<file path="config.mk">
export PLATFORM = sky130hd
export DESIGN_NAME = dedup_fifo_queue_core
export DESIGN_NICKNAME = d
export VERILOG_FILES = /design/src/rtl/dfq_pkg.sv /design/src/rtl/dedup_fifo_queue_core.sv /design/src/rtl/dfq_ram.sv /design/src/rtl/dfq_ctrl.sv /design/src/rtl/dfq_dp.sv
export VERILOG_INCLUDE_DIRS = /design/src /design/src/rtl
export SDC_FILE = /design/constraint.sdc
export NUM_CORES = 2
export LEC_CHECK = 0
export BUFFER_PORTS_ARGS = -buffer_cell sky130_fd_sc_hd__buf_2
export CELL_PAD_IN_SITES_DETAIL_PLACEMENT = 0
export CELL_PAD_IN_SITES_GLOBAL_PLACEMENT = 1
export CORE_UTILIZATION = 56
export DETAILED_ROUTE_END_ITERATION = 10
export PLACE_DENSITY = 0.88
export SYNTH_ARGS = -nofsm -noshare
export SYNTH_HDL_FRONTEND = slang
export SYNTH_HIERARCHICAL = 1
export SYNTH_SLANG_ARGS = --single-unit
</file>
<file path="constraint.sdc">
create_clock -name clk -period 9.4 [get_ports clk]
set_input_delay 1.88 -clock clk [delete_from_list [all_inputs] [get_ports clk]]
set_output_delay 1.88 -clock clk [all_outputs]
set_load 0.02 [all_outputs]
</file>
<file path="src/rtl/dedup_fifo_queue_core_macros.svh">
// Assertion macros of the duplicate-rejecting queue RTL.
`ifndef DEDUP_FIFO_QUEUE_CORE_MACROS_SVH
`define DEDUP_FIFO_QUEUE_CORE_MACROS_SVH

`ifndef NO_ASSERTIONS

// Condition that must hold at every clock edge outside reset.
`define DFQ_ASSERT_ALWAYS(lbl, expr, msg) \
  lbl: assert property (@(posedge clk) disable iff (rst) (expr)) else $error(msg);

// Consequence that must hold in the same cycle as the antecedent.
`define DFQ_ASSERT_SAME(lbl, ante, cons, msg) \
  lbl: assert property (@(posedge clk) disable iff (rst) (ante) |-> (cons)) else $error(msg);

// Consequence that must hold in the cycle after the antecedent.
`define DFQ_ASSERT_NEXT(lbl, ante, cons, msg) \
  lbl: assert property (@(posedge clk) disable iff (rst) (ante) |=> (cons)) else $error(msg);

`else

`define DFQ_ASSERT_ALWAYS(lbl, expr, msg)
`define DFQ_ASSERT_SAME(lbl, ante, cons, msg)
`define DFQ_ASSERT_NEXT(lbl, ante, cons, msg)

`endif

`endif

</file>
<file path="src/rtl/dfq_pkg.sv">
// Types, constants and helper functions of the duplicate-rejecting queue.
package dfq_pkg;

  localparam int QUEUE_DEPTH = 64;
  localparam int IDX_W       = $clog2(QUEUE_DEPTH);
  localparam int CNT_W       = $clog2(QUEUE_DEPTH + 1);
  localparam int VAL_W       = 32;
  localparam int OCC_W       = 7;
  localparam int STS_W       = 2;

  localparam logic CMD_ENQ = 1'b0;
  localparam logic CMD_DEQ = 1'b1;

  typedef enum logic [STS_W-1:0] {
    STATUS_OK    = 2'd0,
    STATUS_DUP   = 2'd1,
    STATUS_EMPTY = 2'd2,
    STATUS_FULL  = 2'd3
  } dfq_status_t;

  typedef enum logic [1:0] {
    ST_IDLE,
    ST_SCAN,
    ST_DEQ,
    ST_FINISH
  } dfq_state_t;

  // Commands from the controller to the datapath.
  typedef struct packed {
    logic load;    // capture the beat and arm the search
    logic scan;    // step the duplicate search
    logic deq_rd;  // read the head slot
    logic commit;  // update the queue and load the result register
  } dfq_cmd_t;

  // Status from the datapath to the controller.
  typedef struct packed {
    logic scan_done;
    logic out_busy;
  } dfq_sts_t;

  function automatic logic [IDX_W-1:0] next_idx(input logic [IDX_W-1:0] idx);
    next_idx = (idx == IDX_W'(QUEUE_DEPTH - 1)) ? '0 : idx + IDX_W'(1);
  endfunction

endpackage

</file>
<file path="src/rtl/dedup_fifo_queue_core.sv">
// Top level of the FIFO queue that refuses values it already holds.
//
//   Channel  Direction  Handshake              Fields
//   cmd      in         cmd_valid / cmd_stall  command, value_in
//   rsp      out        rsp_valid / rsp_stall  status, value_out, occupancy
//
// An enqueue beat searches the values held before its result is returned: the search reads
// one held slot per cycle through the single read port of the slot memory and stops early
// on a duplicate. A dequeue beat reads the head slot and then commits. Reset clears head,
// tail and count, not the slot memory.
// A new command beat is taken while a result still waits on rsp, but it is only
// completed once that waiting result has been taken.
module dedup_fifo_queue_core (
  input  logic                             clk,
  input  logic                             rst,
  input  logic                             cmd_valid,
  output logic                             cmd_stall,
  input  logic                             command,
  input  logic signed [dfq_pkg::VAL_W-1:0] value_in,
  output logic                             rsp_valid,
  input  logic                             rsp_stall,
  output logic [dfq_pkg::STS_W-1:0]        status,
  output logic signed [dfq_pkg::VAL_W-1:0] value_out,
  output logic [dfq_pkg::OCC_W-1:0]        occupancy
);
  import dfq_pkg::*;

  // The controller sequences each beat: capture, search or head read, then
  // the commit that updates the queue and loads the result register.
  dfq_cmd_t ctrl_cmd;
  dfq_sts_t dp_sts;

  dfq_ctrl u_ctrl (
    .clk       (clk),
    .rst       (rst),
    .cmd_valid (cmd_valid),
    .command   (command),
    .cmd_stall (cmd_stall),
    .sts       (dp_sts),
    .cmd       (ctrl_cmd)
  );

  // The datapath holds the slot memory, the circular pointers, the running
  // search over held slots and the result register that feeds rsp.
  dfq_dp u_dp (
    .clk       (clk),
    .rst       (rst),
    .command   (command),
    .value_in  (value_in),
    .rsp_stall (rsp_stall),
    .rsp_valid (rsp_valid),
    .status    (status),
    .value_out (value_out),
    .occupancy (occupancy),
    .cmd       (ctrl_cmd),
    .sts       (dp_sts)
  );

endmodule

</file>
<file path="src/rtl/dfq_ram.sv">
// Generic single-write, single-read RAM with registered read data.
module dfq_ram #(
  parameter int WIDTH = 32,
  parameter int DEPTH = 64
) (
  input  logic                     clk,
  input  logic                     we,
  input  logic [$clog2(DEPTH)-1:0] waddr,
  input  logic [WIDTH-1:0]         wdata,
  input  logic                     re,
  input  logic [$clog2(DEPTH)-1:0] raddr,
  output logic [WIDTH-1:0]         rdata
);

  logic [WIDTH-1:0] mem [DEPTH];

  always_ff @(posedge clk) begin
    if (we) begin
      mem[waddr] <= wdata;
    end
    if (re) begin
      rdata <= mem[raddr];
    end
  end

endmodule

</file>
<file path="src/rtl/dfq_ctrl.sv">
// Controller state machine of the duplicate-rejecting queue.
module dfq_ctrl (
  input  logic              clk,
  input  logic              rst,
  input  logic              cmd_valid,
  input  logic              command,
  output logic              cmd_stall,
  input  dfq_pkg::dfq_sts_t sts,
  output dfq_pkg::dfq_cmd_t cmd
);
  import dfq_pkg::*;

  dfq_state_t state;
  dfq_state_t state_next;

  always_ff @(posedge clk) begin
    if (rst) begin
      state <= ST_IDLE;
    end else begin
      state <= state_next;
    end
  end

  always_comb begin
    state_next = state;
    unique case (state)
      ST_IDLE: begin
        if (cmd_valid) begin
          state_next = (command == CMD_ENQ) ? ST_SCAN : ST_DEQ;
        end
      end
      ST_SCAN: begin
        if (sts.scan_done) begin
          state_next = ST_FINISH;
        end
      end
      ST_DEQ: begin
        state_next = ST_FINISH;
      end
      ST_FINISH: begin
        if (!sts.out_busy) begin
          state_next = ST_IDLE;
        end
      end
      default: begin
        state_next = ST_IDLE;
      end
    endcase
  end

  always_comb begin
    cmd       = '0;
    cmd_stall = 1'b1;
    unique case (state)
      ST_IDLE: begin
        cmd_stall = 1'b0;
        cmd.load  = cmd_valid;
      end
      ST_SCAN: begin
        cmd.scan = 1'b1;
      end
      ST_DEQ: begin
        cmd.deq_rd = 1'b1;
      end
      ST_FINISH: begin
        cmd.commit = !sts.out_busy;
      end
      default: begin
        cmd_stall = 1'b1;
      end
    endcase
  end

endmodule

</file>
<file path="src/rtl/dfq_dp.sv">
// Datapath of the duplicate-rejecting queue: slot memory, pointers, search and result.
`include "dedup_fifo_queue_core_macros.svh"

module dfq_dp (
  input  logic                             clk,
  input  logic                             rst,
  input  logic                             command,
  input  logic signed [dfq_pkg::VAL_W-1:0] value_in,
  input  logic                             rsp_stall,
  output logic                             rsp_valid,
  output logic [dfq_pkg::STS_W-1:0]        status,
  output logic signed [dfq_pkg::VAL_W-1:0] value_out,
  output logic [dfq_pkg::OCC_W-1:0]        occupancy,
  input  dfq_pkg::dfq_cmd_t                cmd,
  output dfq_pkg::dfq_sts_t                sts
);
  import dfq_pkg::*;

  logic [IDX_W-1:0] head;
  logic [IDX_W-1:0] tail;
  logic [CNT_W-1:0] count;
  logic             pend;
  logic             hit;

  logic             cmd_reg;
  logic [VAL_W-1:0] val_reg;
  logic [IDX_W-1:0] scan_ptr;
  logic [CNT_W-1:0] scan_left;

  logic             scan_issue;
  logic             rd_en;
  logic [IDX_W-1:0] rd_addr;
  logic [VAL_W-1:0] rd_data;
  logic             wr_en;
  logic             full;
  logic             empty;
  logic             deq_ok;
  logic [CNT_W-1:0] count_next;
  dfq_status_t      status_next;

  dfq_ram #(
    .WIDTH (VAL_W),
    .DEPTH (QUEUE_DEPTH)
  ) u_slots (
    .clk   (clk),
    .we    (wr_en),
    .waddr (tail),
    .wdata (val_reg),
    .re    (rd_en),
    .raddr (rd_addr),
    .rdata (rd_data)
  );

  always_comb begin
    full       = (count == CNT_W'(QUEUE_DEPTH));
    empty      = (count == '0);
    scan_issue = cmd.scan && (scan_left != '0) && !hit;
    rd_en      = scan_issue || cmd.deq_rd;
    rd_addr    = cmd.deq_rd ? head : scan_ptr;
    deq_ok     = (cmd_reg == CMD_DEQ) && !empty;
    wr_en      = cmd.commit && (cmd_reg == CMD_ENQ) && !hit && !full;

    sts.scan_done = !pend && ((scan_left == '0) || hit);
    sts.out_busy  = rsp_valid && rsp_stall;

    // The search result takes precedence over the full check.
    count_next  = count;
    status_next = STATUS_OK;
    if (cmd_reg == CMD_ENQ) begin
      if (hit) begin
        status_next = STATUS_DUP;
      end else if (full) begin
        status_next = STATUS_FULL;
      end else begin
        count_next = count + CNT_W'(1);
      end
    end else begin
      if (empty) begin
        status_next = STATUS_EMPTY;
      end else begin
        count_next = count - CNT_W'(1);
      end
    end
  end

  always_ff @(posedge clk) begin
    if (rst) begin
      head      <= '0;
      tail      <= '0;
      count     <= '0;
      pend      <= 1'b0;
      hit       <= 1'b0;
      rsp_valid <= 1'b0;
    end else begin
      rsp_valid <= cmd.commit || (rsp_valid && rsp_stall);
      if (cmd.load) begin
        pend <= 1'b0;
        hit  <= 1'b0;
      end else if (cmd.scan) begin
        pend <= scan_issue;
        if (pend && (rd_data == val_reg)) begin
          hit <= 1'b1;
        end
      end
      if (cmd.commit) begin
        count <= count_next;
        if (wr_en) begin
          tail <= next_idx(tail);
        end
        if (deq_ok) begin
          head <= next_idx(head);
        end
      end
    end
  end

  always_ff @(posedge clk) begin
    if (cmd.load) begin
      cmd_reg   <= command;
      val_reg   <= value_in;
      scan_ptr  <= head;
      scan_left <= count;
    end else if (scan_issue) begin
      scan_ptr  <= next_idx(scan_ptr);
      scan_left <= scan_left - CNT_W'(1);
    end
    if (cmd.commit) begin
      status    <= status_next;
      value_out <= deq_ok ? $signed(rd_data) : '0;
      occupancy <= OCC_W'(count_next);
    end
  end

  `DFQ_ASSERT_ALWAYS(a_count_bound, count <= CNT_W'(QUEUE_DEPTH), "held count beyond depth")
  `DFQ_ASSERT_NEXT(a_dup_keeps_count, cmd.commit && hit && (cmd_reg == CMD_ENQ), count == $past(count), "duplicate changed the count")
  `DFQ_ASSERT_SAME(a_write_not_full, wr_en, !full && !hit, "slot written on a refused enqueue")
  `DFQ_ASSERT_SAME(a_empty_zero, rsp_valid && (status == STATUS_EMPTY), value_out == '0, "empty result carries a value")

endmodule
</file>
---- Yosys cells after proc, flatten, opt, wreduce, memory -nomap -nowiden ----
Memories as Yosys holds them, arrays and structs flattened. A register that Yosys moved wholly into a read port is not among the register bits.
Cells that the tools add are included.
storage, ports and cells
  bits in registers ....................... 111
  output and inout bits ................... 43
  bits in writable memories ............... 2048
  input bits .............................. 37
  word-level logic and storage cells ...... 88
  memories kept ........................... 1
operators by class
  eq/ne operators ......................... 11
  multiplexer cells ....................... 28
  reductions and logical operators ........ 27
  bitwise operators ....................... 1
  add/sub/neg operators ................... 6
memories
  memory            words  bits a word  read ports  clocked after Yosys merged registers in  wr ports  RTL line       source
  u_dp.u_slots.mem  64     32           1           1                                        1         dfq_ram.sv:15  logic [WIDTH-1:0] mem [DEPTH];
operators with widths
  kind                                                                 number
  7-bit two-way mux                                                    6
  6-bit two-way mux                                                    6
  32-bit == test                                                       1
  6-bit by 1-bit adder with 6-bit output (second input constant)       3
  6-bit == test (second input constant)                                3
  2-bit two-way mux                                                    8
  7-bit logical NOT                                                    2
  7-bit by 1-bit subtractor with 7-bit output (second input constant)  2
  1-bit logical AND                                                    9
  2-bit case mux with 4 select lines                                   1
  7-bit by 1-bit adder with 7-bit output (second input constant)       1
  7-bit == test (second input constant)                                1
  1-bit two-way mux                                                    7
  7-bit nonzero test                                                   1
  2-bit inequality test (second input constant)                        3
  2-bit AND reduction                                                  3
  1-bit logical NOT                                                    5
  2-bit == test (second input constant)                                2
  1-bit logical OR                                                     3
  3-bit AND reduction                                                  1
  2-bit by 1-bit == test with 1-bit output (second input constant)     1
  2-bit logical NOT                                                    1
  2-bit nonzero test                                                   1
  2-bit OR reduction                                                   1
  1-bit inverter                                                       1

---- Depth between registers and ports, before layout ----
  depth in word-level cells ............... 8
  gate-level depth with buffers ........... 14
  mapped depth without buffers ............ 9

---- Modules after synthesis ----
The synthesis kept the hierarchy.
modules (own cells, without submodules)
  module    area each (um^2)  seq. area each (um^2)  times used  cells each
  dfq_ram   78835.6           62459.9                1           3324
  dfq_dp    4890.9            3052.9                 1           395
  dfq_ctrl  198.9             40.0                   1           23

---- Worst setup path after synthesis ----
Ideal clock, no wire load.
  path kind ............................... input to register
  from .................................... input port rsp_stall
  to ...................................... memory u_dp.u_slots.mem[48][0], enable pin
  setup time .............................. 0.461 ns
  cell stages on the path ................. 8
  arrival time ............................ 7.617 ns
  required time ........................... 8.939 ns
  path buffers ............................ 1
  setup slack ............................. 1.323 ns
  cells stage by stage .................... and2_1 > nor2b_1 > buf_4 > or3b_4 > a31oi_4 > nor2b_1 > nand4b_1 > nor3_1
RTL lines
  item             RTL line                     source
  start, declared  dedup_fifo_queue_core.sv:21  input logic rsp_stall,
  end, declared    dfq_ram.sv:15

==> impl_metrics.yaml <==
yosys:
  synth_edf_count: 2167
  synth_cell_types: 61
  avgSynthCellArea_um2: 22.4
  syn_inst: 3742
  ys_seq_elements: 2191
  async_flop_share: 0
  syn-num-nets: 3790
  ys.flop_type: "edfxtp_1"
  synth_area_mm2: 0.0839
  yosysSeqAreaShare: 0.781
  yosysWarnings: 6
clocking:
  cts_setup_buffers: 0
  clock-sinks: 2191
  cts_buffers: 204
  clk_path_buf_depth: 3
  cts_hold_buf: 0
  htreeDepth: 4
  cts_tree: "yes"
  clkTransAtPathRegs_ns: 0.07
  insertion_delay_ns: 0.85
  cts_root_buf: "clkbuf_16"
  cts_resized: 0
finish:
  area_growth_pct: 11.8
  largest_register: "u_dp/u_slots/mem"
  multi_input_area_mm2: 0.0179
  num-fill-cells: 9161
  largest_reg_flops: 2048
  layout_commonest_cell: "edfxtp_1"
  regArea_mm2: 0.0656
  drive_gt1_frac: 0.267
  final_core_util: 0.633
  final_cell_mix: "edfxtp_1, mux4_2, clkbuf_16"
  layout.cells.non_filler: 6015
  finalNetCount: 3956
timing:
  slew_headroom: 0.146
  worstMarginPinSlew_ns: 1.28
  rsz0062_at_grt: "no"
  fin_crit_sh: 0.581
  drv_slew: 0
  finalSetupTns_ns: 0
  setup_violations: 0
  final-hold-violation-count: 0
  period_needed_ns: 5.46
  skew_ns: 0.0384
  fmax_mhz: 183
power:
  leakage_uw: 0.0289
  p_per_area_mw_per_mm2: 320
  worst_ir_drop_vdd_mv: 0.305
critical_path:
  end_kind: "register"
  crit_required_ns: 9.84
  path_cells: "buf_2, and2_1, nor2b_4, buf_4, or3b_4, a31oi_4, nor2b_1, nand2_1, nor2_4"
  worstSetupStartpointType: "input port"
  slowest_delay_ns: 1.24
  crit_slowest_cell: "nor2_4"
  criticalPathCategory: "input port to register"
  worst-path-max-fanout: 32
  crit_arrival_ns: 5.89
placement:
  io_buffers: 79
  hpwl_um: 121000
  globalplace.congestion: 0.913
  dp.cells: 5632
global_route:
  antenna_found_initial: 7
  grt_overflow: 0
  grtUsageTotal: 0.295
  grt_pass1_wl_um: 311000
  grt_pass1_vias: 41552
  grt_max_degree: 116
route:
  vias: 41983
  drt_first_iter_violations: 6280
  drc: 0
  first_pass_iters: 8
  totalWireLength_um: 221000
  via_per_inst: 6.98
  routedWlPerCell_um: 36.7
  ant_nets: 0
run_status:
  status: "completed"
worst_hold_path:
  hp-class: "register to register"
die:
  fp.dieH_um: 389
  die_w_um: 389
  design.core.area_mm2: 0.148
  ios: 80
  row_count: 141
  start_util: 0.566
  dieArea_mm2: 0.151
run:
  drv_cap: 0
[worst paths after layout]
path | slack (ns) | from | cells after the start | endpoint
worst max-delay path | 3.94 | rsp_stall | 9 | u_dp/u_slots/mem[16][11]
worst max register to register | 4.48 | u_ctrl/state[0] | 8 | u_dp/u_slots/rdata[1]
worst min-delay path | 0.51 | u_dp/pend | 2 | u_dp/pend
worst min register to register | 0.51 | u_dp/pend | 2 | u_dp/pend
[report_power, final]
part / switching [uW] / internal [uW]
Sequential: 182 / 11500
Clock: 3600 / 4770
Combinational: 6260 / 3660
Total: 10000 / 20000
[per-layer routing]
layer	global-route usage	vias to the layer above	wire length, um
met5	0.00128	-	24
met2	0.451	3431	103000
met1	0.391	21847	74800
met4	0.156	4	13600
li1	-	16132	-
met3	0.0818	569	29100
[kinds of logic (layout without fill, tap and decap cells)]
family / count (synthesis) / in the layout / share of synthesized area
AO/OA/AOI/OAI: 250 / 250 / 0.0196
XOR/XNOR: 52 / 52 / 0.00543
adder cells (fa/ha/maj): 11 / 11 / 0.00164
buffers and inverters: 211 / 549 / 0.0119
flip-flops: 2191 / 2191 / 0.781
multiplexers: 652 / 652 / 0.159
other: 0 / 5 / 0
AND/OR/NAND/NOR: 375 / 375 / 0.0213
[synth_stat cells (18+ instances only)]
cell type,n,share of area
mux4_2,544,0.15
a21oi_1,71,0.0042
dfxtp_1,24,0.0057
buf_2,59,0.0035
nand3_1,18,0.0011
nand2_1,54,0.0024
buf_1,21,0.00094
mux2i_1,99,0.012
o22ai_1,85,0.0063
nor2_1,172,0.0077
buf_4,26,0.0023
xnor2_1,38,0.0040
clkbuf_1,89,0.0040
and2_1,37,0.0028
o221ai_1,27,0.0028
edfxtp_1,2167,0.78
[stage by stage]
step | total power, uW | area, um^2 | setup slack (ns) | hold slack (ns)
5_1_grt | 30600 | 93800 | 3.90 | 0.554
6_report | 30000 | 93800 | 3.94 | 0.510
3_3_place_gp | 21200 | 87000 | 3.25 | 0.484
4_1_cts | 29800 | 93800 | 4.03 | 0.510
2_1_floorplan | 17900 | 83900 | 1.32 | 0.470
3_5_place_dp | 21400 | 87000 | 3.15 | 0.498
[layout make-up]
class                           count  share of cell area
Tap cell                         1930              0.0257
Clock inverter                    129              0.0148
Inverter                           11            0.000440
Multi-Input combinational cell   1340               0.191
Antenna cell                        5            0.000133
Timing Repair Buffer              160              0.0118
Clock buffer                      249              0.0574
Sequential cell                  2191               0.699
[worst max-delay path, delay by kind of cell]
kind	cells	cell delay (ns)
AO/OA/AOI/OAI	1	0.49
buffers and inverters	2	0.44
AND/OR/NAND/NOR	6	3.03
No activity file was read; power rests on OpenSTA's default activity.
